## src/rpd_pkg.sv

```systemverilog
// Shared types, codes and code-mapping functions for the response packet deframer.
package rpd_pkg;

	localparam logic [1:0] KIND_PAYLOAD = 2'd0;
	localparam logic [1:0] KIND_SUMMARY = 2'd1;
	localparam logic [1:0] KIND_BADHDR  = 2'd2;

	localparam logic [1:0] TYPE_REGULAR = 2'd0;
	localparam logic [1:0] TYPE_INFO    = 2'd1;
	localparam logic [1:0] TYPE_UNKNOWN = 2'd2;

	localparam logic [3:0] CODE_OK          = 4'd0;
	localparam logic [3:0] CODE_APPCORRUPT  = 4'd9;
	localparam logic [3:0] CODE_TIMEOUT     = 4'd10;
	localparam logic [3:0] CODE_UNKNOWN     = 4'd11;
	localparam logic [3:0] CODE_UNKNOWNRESP = 4'd12;
	localparam logic [3:0] CODE_BADMSG      = 4'd6;
	localparam logic [3:0] CODE_INVALID     = 4'd13;

	localparam logic [1:0] INFO_EMIT    = 2'd0;
	localparam logic [1:0] INFO_DATA    = 2'd1;
	localparam logic [1:0] INFO_INVALID = 2'd2;

	localparam logic [7:0] SYNC_BYTE     = 8'hFF;
	localparam logic [7:0] REGULAR_BYTE  = 8'hFF;
	localparam logic [7:0] INFO_BYTE     = 8'hFE;
	localparam logic [7:0] RAW_APPCORRUPT  = 8'd52;
	localparam logic [7:0] RAW_UNKNOWN     = 8'd53;
	localparam logic [7:0] RAW_UNKNOWNRESP = 8'd254;
	localparam logic [7:0] RAW_TIMEOUT     = 8'd255;
	localparam logic [7:0] RAW_LAST_PLAIN  = 8'd8;
	localparam logic [7:0] RAW_INFO_EMIT   = 8'd6;
	localparam logic [7:0] RAW_INFO_DATA   = 8'd3;

	localparam logic [8:0] POS_FIRST  = 9'd0;
	localparam logic [8:0] POS_SECOND = 9'd1;
	localparam logic [8:0] POS_CODE   = 9'd2;
	localparam logic [8:0] POS_SEQ    = 9'd3;
	localparam logic [8:0] POS_LENGTH = 9'd4;

	typedef struct packed {
		logic [1:0] kind;
		logic [7:0] data;
		logic [1:0] msg_type;
		logic [3:0] resp_code;
		logic [1:0] info_code;
		logic [7:0] seq_num;
		logic       seq_valid;
		logic [7:0] payload_len;
		logic       corrupt;
	} rpd_result_t;

	function automatic logic [3:0] map_regular_code(input logic [7:0] v);
		logic [3:0] c;
		begin
			if (v <= RAW_LAST_PLAIN)          c = v[3:0];
			else if (v == RAW_APPCORRUPT)     c = CODE_APPCORRUPT;
			else if (v == RAW_TIMEOUT)        c = CODE_TIMEOUT;
			else if (v == RAW_UNKNOWN)        c = CODE_UNKNOWN;
			else if (v == RAW_UNKNOWNRESP)    c = CODE_UNKNOWNRESP;
			else                              c = CODE_INVALID;
			return c;
		end
	endfunction

	function automatic logic [1:0] map_info_code(input logic [7:0] v);
		logic [1:0] c;
		begin
			if (v == RAW_INFO_EMIT)      c = INFO_EMIT;
			else if (v == RAW_INFO_DATA) c = INFO_DATA;
			else                         c = INFO_INVALID;
			return c;
		end
	endfunction

endpackage

```

## src/response_packet_deframer.sv

```systemverilog
// Response packet deframer: one received byte per beat in, payload and summary beats out.
// Each accepted byte goes into the input register; its result (if any) is loaded into the
// result register once the byte is processed.
// Throughput: one byte per cycle while rx_stall is low; the input and result registers
// decouple the two sides, so rx_stall rises only while a held result blocks a new one.
// Reset (arst_n low, asynchronous): both registers empty, next byte is a first header byte.
module response_packet_deframer import rpd_pkg::*; (
	input  logic       clk,
	input  logic       arst_n,
	input  logic       rx_valid,
	output logic       rx_stall,
	input  logic [7:0] rx_byte,
	output logic       res_valid,
	input  logic       res_stall,
	output logic [1:0] result_kind,
	output logic [7:0] data_byte,
	output logic [1:0] msg_type,
	output logic [3:0] resp_code,
	output logic [1:0] info_code,
	output logic [7:0] seq_num,
	output logic       seq_valid,
	output logic [7:0] payload_len,
	output logic       corrupt
);

	logic        valid_s1;
	logic [7:0]  byte_s1;
	logic        has_res;
	logic        out_free;
	logic        fire;
	rpd_result_t res_next;
	rpd_result_t res_q;

	assign out_free = !res_valid || !res_stall;
	// a byte with no result never waits on the output side
	assign fire     = valid_s1 && (!has_res || out_free);
	assign rx_stall = valid_s1 && !fire;

	always_ff @(posedge clk or negedge arst_n) begin
		if (!arst_n) begin
			valid_s1 <= 1'b0;
		end else if (!rx_stall) begin
			valid_s1 <= rx_valid;
		end
	end

	always_ff @(posedge clk) begin
		if (rx_valid && !rx_stall) begin
			byte_s1 <= rx_byte;
		end
	end

	rpd_parse u_parse (
		.clk     (clk),
		.arst_n  (arst_n),
		.fire    (fire),
		.rx_byte (byte_s1),
		.has_res (has_res),
		.res     (res_next)
	);

	rpd_out_reg u_out (
		.clk     (clk),
		.arst_n  (arst_n),
		.load    (fire && has_res),
		.res_in  (res_next),
		.stall   (res_stall),
		.valid_q (res_valid),
		.res_q   (res_q)
	);

	assign result_kind = res_q.kind;
	assign data_byte   = res_q.data;
	assign msg_type    = res_q.msg_type;
	assign resp_code   = res_q.resp_code;
	assign info_code   = res_q.info_code;
	assign seq_num     = res_q.seq_num;
	assign seq_valid   = res_q.seq_valid;
	assign payload_len = res_q.payload_len;
	assign corrupt     = res_q.corrupt;

endmodule

```

## src/rpd_parse.sv

```systemverilog
// Packet state tracking: header decode, field latching, byte count and checksum.
module rpd_parse import rpd_pkg::*; (
	input  logic              clk,
	input  logic              arst_n,
	input  logic              fire,
	input  logic [7:0]        rx_byte,
	output logic              has_res,
	output rpd_result_t       res
);

	logic [8:0] pos_q, pos_d;
	logic [7:0] first_q, first_d;
	logic [1:0] type_q, type_d;
	logic [3:0] code_q, code_d;
	logic [1:0] info_q, info_d;
	logic [7:0] seq_q, seq_d;
	logic [7:0] len_q, len_d;
	logic [7:0] sum_q, sum_d;
	logic [8:0] last_pos;
	logic [7:0] sum_add;
	logic [1:0] kind;
	logic [7:0] data;
	logic       corrupt;

	assign sum_add = sum_q + rx_byte;

	always_comb begin
		pos_d   = pos_q;
		first_d = first_q;
		type_d  = type_q;
		code_d  = code_q;
		info_d  = info_q;
		seq_d   = seq_q;
		len_d   = len_q;
		sum_d   = sum_q;
		has_res = 1'b0;
		kind    = KIND_PAYLOAD;
		data    = 8'd0;
		corrupt = 1'b0;
		last_pos = 9'd0;
		case (pos_q)
			POS_FIRST: begin
				first_d = rx_byte;
				sum_d   = 8'd0;
				seq_d   = 8'd0;
				len_d   = 8'd0;
				code_d  = CODE_INVALID;
				info_d  = INFO_INVALID;
				pos_d   = POS_SECOND;
			end
			POS_SECOND: begin
				if (first_q == SYNC_BYTE && rx_byte == REGULAR_BYTE) begin
					type_d = TYPE_REGULAR;
					pos_d  = POS_CODE;
				end else if (first_q == SYNC_BYTE && rx_byte == INFO_BYTE) begin
					type_d = TYPE_INFO;
					pos_d  = POS_CODE;
				end else begin
					type_d  = TYPE_UNKNOWN;
					code_d  = CODE_BADMSG;
					info_d  = INFO_INVALID;
					len_d   = 8'd0;
					has_res = 1'b1;
					kind    = KIND_BADHDR;
					corrupt = (rx_byte != 8'hFF);
					pos_d   = POS_FIRST;
				end
			end
			POS_CODE: begin
				if (type_q == TYPE_REGULAR) code_d = map_regular_code(rx_byte);
				else                        info_d = map_info_code(rx_byte);
				sum_d = sum_add;
				pos_d = POS_SEQ;
			end
			POS_SEQ: begin
				if (type_q == TYPE_REGULAR) seq_d = rx_byte;
				else code_d = (rx_byte == 8'd0) ? CODE_OK : CODE_INVALID;
				sum_d = sum_add;
				pos_d = POS_LENGTH;
			end
			default: begin
				if (pos_q == POS_LENGTH) len_d = rx_byte;
				last_pos = POS_LENGTH + {1'b0, len_d};
				if (pos_q >= last_pos) begin
					// checksum beat: close the packet
					has_res = 1'b1;
					kind    = KIND_SUMMARY;
					corrupt = (~sum_q != rx_byte);
					pos_d   = POS_FIRST;
				end else begin
					if (pos_q != POS_LENGTH) begin
						has_res = 1'b1;
						kind    = KIND_PAYLOAD;
						data    = rx_byte;
					end
					sum_d = sum_add;
					pos_d = pos_q + 9'd1;
				end
			end
		endcase
	end

	always_comb begin
		res.kind        = kind;
		res.data        = data;
		res.msg_type    = type_d;
		res.resp_code   = code_d;
		res.info_code   = info_d;
		res.seq_valid   = (type_d == TYPE_REGULAR);
		res.seq_num     = (type_d == TYPE_REGULAR) ? seq_d : 8'd0;
		res.payload_len = len_d;
		res.corrupt     = corrupt;
	end

	always_ff @(posedge clk or negedge arst_n) begin
		if (!arst_n) begin
			pos_q   <= POS_FIRST;
			first_q <= 8'd0;
			type_q  <= TYPE_UNKNOWN;
			code_q  <= CODE_INVALID;
			info_q  <= INFO_INVALID;
			seq_q   <= 8'd0;
			len_q   <= 8'd0;
			sum_q   <= 8'd0;
		end else if (fire) begin
			pos_q   <= pos_d;
			first_q <= first_d;
			type_q  <= type_d;
			code_q  <= code_d;
			info_q  <= info_d;
			seq_q   <= seq_d;
			len_q   <= len_d;
			sum_q   <= sum_d;
		end
	end

endmodule

```

## src/rpd_out_reg.sv

```systemverilog
// Result register that holds a beat until the downstream side takes it.
module rpd_out_reg import rpd_pkg::*; (
	input  logic        clk,
	input  logic        arst_n,
	input  logic        load,
	input  rpd_result_t res_in,
	input  logic        stall,
	output logic        valid_q,
	output rpd_result_t res_q
);

	always_ff @(posedge clk or negedge arst_n) begin
		if (!arst_n) begin
			valid_q <= 1'b0;
		end else if (load) begin
			valid_q <= 1'b1;
		end else if (!stall) begin
			valid_q <= 1'b0;
		end
	end

	always_ff @(posedge clk) begin
		if (load) begin
			res_q <= res_in;
		end
	end

endmodule

```

## config.mk

```make
export PLATFORM = sky130hd
export DESIGN_NAME = response_packet_deframer
export DESIGN_NICKNAME = d
export VERILOG_FILES = /design/src/rpd_pkg.sv /design/src/response_packet_deframer.sv /design/src/rpd_parse.sv /design/src/rpd_out_reg.sv
export SDC_FILE = /design/constraint.sdc
export NUM_CORES = 1
export LEC_CHECK = 0
export ABC_AREA = 1
export BUFFER_PORTS_ARGS = -buffer_cell sky130_fd_sc_hd__buf_2
export CAP_MARGIN = 5
export CORE_MARGIN = 4
export CORE_UTILIZATION = 58
export DETAILED_ROUTE_END_ITERATION = 7
export PLACE_DENSITY = 0.78
export SYNTH_ARGS = -nofsm -noshare
export SYNTH_HDL_FRONTEND = slang
export SYNTH_HIERARCHICAL = 1
export SYNTH_SLANG_ARGS = --single-unit
```

## constraint.sdc

```tcl
create_clock -name clk -period 4.9 [get_ports clk]
set_input_delay 0.98 -clock clk [delete_from_list [all_inputs] [get_ports clk]]
set_output_delay 0.98 -clock clk [all_outputs]
set_load 0.005 [all_outputs]
```

### After elaboration in Yosys (flattened, before gate mapping)

Index checks and enable logic that the tools add are counted.

| word-level totals | value |
|---|---|
| flip-flop bits (word level) | 95 |
| bits of input ports | 12 |
| logic and storage cells | 115 |

| operators by class | value |
|---|---|
| add/sub/neg operators | 3 |
| order comparisons | 2 |
| equal/unequal tests | 16 |
| multiplexer cells | 48 |
| bitwise gates (word level) | 3 |
| reduce and logical (&&, ||, !) cells | 23 |

Operator list:

| operator | count |
|---|---|
| $mux W8 | 6 |
| $pmux W8 S3 | 2 |
| $mux W4 | 9 |
| $pmux W9 S4 | 1 |
| $eq A8 B8 Y1 const B | 3 |
| $mux W2 | 11 |
| $eq A9 B2 Y1 const B | 2 |
| $mux W9 | 2 |
| $eq A8 B6 Y1 const B | 2 |
| $pmux W4 S4 | 1 |
| $pmux W8 S2 | 1 |
| $mux W1 | 11 |
| $add A3 B8 Y9 const A | 1 |
| $add A9 B1 Y9 const B | 1 |
| $eq A9 B1 Y1 const B | 1 |
| $eq A9 B3 Y1 const B | 1 |
| $ge A9 B9 Y1 | 1 |
| $logic_not A9 Y1 | 1 |
| $ne A9 B3 Y1 const B | 1 |
| $add A8 B8 Y8 | 1 |
| $eq A8 B2 Y1 const B | 1 |
| $eq A8 B3 Y1 const B | 1 |
| $le A8 B4 Y1 const B | 1 |
| $logic_not A8 Y1 | 1 |
| other kinds (19) | 32 |

### Logic depth before layout (Yosys ltp)

| logic depth | value |
|---|---|
| depth in word-level cells | 14 |
| gate-level depth with buffers | 31 |
| depth with buffers taken out | 29 |

### By module

The synthesis kept the hierarchy.

By module, submodules not included:

| module | instances | cells each | area an instance (sq um) | seq. area each (sq um) |
|---|---|---|---|---|
| rpd_parse | 1 | 601 | 3945.0 | 1232.4 |
| rpd_out_reg | 1 | 40 | 1117.3 | 1106.1 |
| response_packet_deframer | 1 | 19 | 314.1 | 265.3 |

### Least setup slack after synthesis

OpenSTA, ideal clock, no wires.

| path | value |
|---|---|
| path kind | reg2reg |
| from | register u_parse.pos_q[0] |
| to | register, netlist name u_out/res_q[0] |
| arrival | 3.909 ns |
| path slack | 0.600 ns |
| cell stages (with the launch flop) | 24 |
| path buffers | 1 |
| cells stage by stage | dfrtp_1 -> inv_1 -> ha_1 -> inv_1 -> nor3_4 -> nand2_2 -> buf_4 -> nand2_1 -> nand2_1 -> inv_2 -> nor2_4 -> nand3_1 -> nand2_1 -> ha_1 -> a21oi_1 -> o21a_1 -> nand4_1 -> nand2_1 -> inv_1 -> nand2_1 -> nand3_1 -> nand3_2 -> nand3_1 -> inv_1 |

| between the ends | value |
|---|---|
| word-level cells in the longest chain between the ends | 11 |
| elaborated cells between the ends (all ways) | 18 |

Ends and longest elaborated chain:

| item | line | text |
|---|---|---|
| start: declaration | rpd_parse.sv:11 | `logic [8:0] pos_q, pos_d;` |
| start signal: assignment | rpd_parse.sv:126 | `pos_q <= pos_d;` |
| $eq A9 B3 Y1 | rpd_parse.sv:82 | `if (pos_q == POS_LENGTH) len_d = rx_byte;` |
| $mux W8 | rpd_parse.sv:82 |  |
| $mux W8 | rpd_parse.sv:41 | `case (pos_q)` |
| $add A3 B8 Y9 | rpd_parse.sv:83 | `last_pos = POS_LENGTH + {1'b0, len_d};` |
| $ge A9 B9 Y1 | rpd_parse.sv:84 | `if (pos_q >= last_pos) begin` |
| $mux W1 | rpd_parse.sv:84 |  |
| $pmux W1 S2 * | rpd_parse.sv:41 |  |
| via has_res | response_packet_deframer.sv:28 | `logic has_res;` |
| $logic_not A1 Y1 | response_packet_deframer.sv:36 | `assign fire = valid_s1 && (!has_res \|\| out_free);` |
| $logic_or A1 B1 Y1 | response_packet_deframer.sv:36 |  |
| $logic_and A1 B1 Y1 | response_packet_deframer.sv:36 |  |
| $logic_and A1 B1 Y1 * | response_packet_deframer.sv:65 | `.load (fire && has_res),` |

The timed path passes the listed nets; every way through them passes the cells marked *. The select of a mux whose other input is x is not followed.
A chain may end at the register's enable or synchronous reset.

### Worst setup path after layout

| path | value |
|---|---|
| from | register u_parse.pos_q[0] |
| to | output rx_stall |

| between the ends | value |
|---|---|
| word-level cells in the longest chain between the ends | 12 |
| elaborated cells between the ends (all ways) | 19 |

Ends and longest elaborated chain:

| item | line | text |
|---|---|---|
| $eq A9 B3 Y1 | rpd_parse.sv:82 |  |
| $mux W8 | rpd_parse.sv:82 |  |
| $mux W8 | rpd_parse.sv:41 |  |
| $add A3 B8 Y9 | rpd_parse.sv:83 |  |
| $ge A9 B9 Y1 | rpd_parse.sv:84 |  |
| $mux W1 | rpd_parse.sv:84 |  |
| $pmux W1 S2 * | rpd_parse.sv:41 |  |
| via has_res | response_packet_deframer.sv:28 |  |
| $logic_not A1 Y1 * | response_packet_deframer.sv:36 |  |
| $logic_or A1 B1 Y1 * | response_packet_deframer.sv:36 |  |
| $logic_and A1 B1 Y1 * | response_packet_deframer.sv:36 |  |
| $logic_not A1 Y1 * | response_packet_deframer.sv:37 | `assign rx_stall = valid_s1 && !fire;` |
| $logic_and A1 B1 Y1 * | response_packet_deframer.sv:37 |  |
| end: declaration | response_packet_deframer.sv:11 | `output logic rx_stall,` |

Marked as above.

==> impl_metrics.tcl <==
set metrics [dict create \
    cts_max_level 3 \
    grt-ovfl-total 0 \
    n_fill_cell 706 \
    core_area_um2 8890 \
    viasPerCell 5.64 \
    worst_pin_slew_ns 0.882 \
    grt_pass1_wl_mm 21.7 \
    slew_headroom 0.407 \
    leakagePower_uw 0.00291 \
    row_count 34 \
    clkSinkCount 95 \
    synth.ff_latch_count 95 \
    finalCriticalPeriod_ns 4.60 \
    required_ns 3.92 \
    crit_path_start_kind "flip-flop" \
    syn_area_um2 5380 \
    antenna_found_initial 0 \
    antenna_left 0 \
    numCtsBuffers 9 \
    outcome "complete, no violations" \
    dr.first_iter.drc_count 508 \
    io_buffers 49 \
    cp_slowest_cell "dfrtp_1" \
    crit_path_max_fanout 6 \
    drv_cap 0 \
    grt_pass1_vias 4459 \
    worstPathArrival_ns 3.62 \
    dieHeight_um 104 \
    drt_pass1_iterations 6 \
    finalSetupViolCount 0 \
    synth_edf_count 44 \
    avgSynthCellArea_um2 8.15 \
    yosysUniqueCellTypes 41 \
    max_freq_ghz 0.217 \
    clockBufferDepth 2 \
    start_util 0.605 \
    clock_latency_ns 0.37 \
    drc 0 \
    vias 4703 \
    ys_warn_count 6 \
    drv_slew 0 \
    drive_above_1_share 0.182 \
    fin_skew_ns 0.0145 \
    most-common-layout-cells "nand2_1, nor2_1, inv_1" \
    crit_type "reg2out" \
    cpMostUsedCell "nand2_1" \
    end_kind "output pin" \
    cp_cell_sequence "inv_2, ha_4, inv_2, nor3_4, buf_6, nand3_2, nand2_2, nand2_1, nor2_4, nand3_1, nand2_1, nand2_1, ha_1, nand2_1, nor2_2, nand3b_1, nand4_1, nand2_2, inv_1, nand2_1, nand3_1, nand3_2, nor2_2, buf_2" \
    async_reset_ff_frac 0.537 \
    ys_seq_area_frac 0.484 \
    chipWidth_um 104 \
    fin_setup_tns_ns 0 \
    critPathMaxStageDelay_ns 0.40 \
    fin_crit_sh 0.939 \
    route.detailed.wl_per_inst_um 15.9 \
    clk_pin_slew_ns 0.09 \
    ir_worst_vdd_v 0.000420 \
    cts-root-buf "clkbuf_8" \
    hpwl_mm 9.22 \
    dp_cells 808 \
    hold_slack_ns 0.474 \
    hold_class "reg2reg" \
    grt_max_degree 52 \
    track_usage 0.245 \
    boundaryPins 50 \
    nNetsFinal 754 \
    synth_ff_type "dfrtp_1" \
    p_per_area_nw_per_um2 741 \
    final_common_cell "nand2_1" \
    syn_inst 660 \
    pre_cts_ws_ns 0.320 \
    die_area_um2 10900 \
    synthesis.nets 693 \
    hold_buffers 0 \
    gp_congestion 0.909 \
    hold_violations 0 \
    syn2layout_area_growth_pct 13.2 \
    antenna_cells 0 \
    wl_mm 13.3 \
    final_cell_count_no_fill 834 \
    cts_tree "built" \
    worst_slack_ns 0.299 \
]
-- sequential cells by signal, indices dropped and copies added (netlist names) --
signal	cells
u_out/res_q	36
u_parse/pos_q	9
byte_s1	8
u_parse/first_q	8
u_parse/len_q	8
u_parse/seq_q	8
u_parse/sum_q	8
u_parse/code_q	4
u_parse/info_q	2
u_parse/type_q	2
u_out/valid_q	1
valid_s1	1
-- logic make-up (layout without fill, tap and decap cells) --
kind of cell,count (synthesis),count (layout),share of synthesized area
flops,95,95,0.484
compound gates,75,75,0.0777
simple gates,378,378,0.309
fa+ha+maj,21,21,0.0503
xor+xnor,12,12,0.0195
buf+inv,79,145,0.0589
-- what timing repair did --
action                     4_1_cts  5_1_grt
gates resized for setup          2       15
setup endpoints to repair        1        9
pin swaps                        1        4
buffers inserted                 0       10
-- metrics by stage --
step | instance area (um^2) | utilization | total power [uW]
2_1_floorplan | 5380 | - | 3110
3_3_place_gp | 5730 | 0.644 | 3690
3_5_place_dp | 5730 | 0.644 | 3770
4_1_cts | 5960 | 0.670 | 4360
5_1_grt | 6080 | 0.684 | 4870
6_report | 6080 | 0.684 | 4510
-- routing by layer --
layer	global-route usage	vias up	wire [um]
li1	-	2295	-
met1	0.317	2186	5570
met2	0.401	188	6380
met3	0.0459	34	851
met4	0.106	0	476
met5	0	-	0
-- critical path: cells and delay by family, from the launching register on --
family,cells,cell delay [ns]
adders and majority gates,2,0.46
and+or+nand+nor,17,1.81
DFF,1,0.40
buffers and inverters,5,0.57
-- area by class of cell --
cell class | instances | area, um^2 | area share
inverters | 64 | 244 | 0.0401
repair buffers | 65 | 369 | 0.0607
clock buffers | 10 | 138 | 0.0226
clock inverters | 6 | 90.1 | 0.0148
multi-input cells | 486 | 2500 | 0.411
flip-flops and latches | 95 | 2610 | 0.428
well taps | 108 | 135 | 0.0222
-- synth_stat cells, types with 2 or more instances --
master,count,area (um^2)
nor3_4,2,32.5
dfrtp_1,46,1150
ha_1,20,250
o21bai_1,2,15.0
nand2_2,9,56.3
xor2_1,8,70.1
nand2_1,204,766
o22ai_1,4,25.0
buf_1,2,7.51
nand3_1,52,260
or2_2,5,31.3
nand3b_1,2,15.0
o21ai_1,12,60.1
dfstp_2,5,131
a21oi_1,25,125
edfxtp_1,44,1320
buf_4,5,37.5
nor2_1,67,251
inv_1,57,214
a31oi_1,3,18.8
nand3_2,2,20.0
nor3_1,12,60.1
o21a_1,2,15.0
clkbuf_1,7,26.3
o21ai_0,22,110
nor2_2,2,12.5
xnor2_1,4,35.0
nor2_4,4,45.0
nand4_1,14,87.6
inv_2,6,22.5
-- worst paths after layout --
kind                                          startpoint                        endpoint  slack (ns)  cells past startpoint
setup / recovery            u_parse/pos_q[0]$_DFFE_PN0P_                        rx_stall        0.30                     24
hold reg to reg            u_parse/info_q[1]$_DFFE_PN1P_   u_parse/info_q[1]$_DFFE_PN1P_        0.47                      2
max in group asynchronous                         arst_n    u_parse/pos_q[5]$_DFFE_PN0P_        3.69                      2
min in group asynchronous                         arst_n    u_parse/sum_q[3]$_DFFE_PN0P_        0.71                      2
setup reg to reg            u_parse/pos_q[0]$_DFFE_PN0P_  u_parse/first_q[4]$_DFFE_PN0P_        0.67                     27
hold / removal             u_parse/info_q[1]$_DFFE_PN1P_   u_parse/info_q[1]$_DFFE_PN1P_        0.47                      2
-- report_power, final --
part | internal (uW) | switching, uW
clock | 305 | 284
combinational | 819 | 1620
sequential | 1310 | 174
Power figures use the tool's default switching activity.
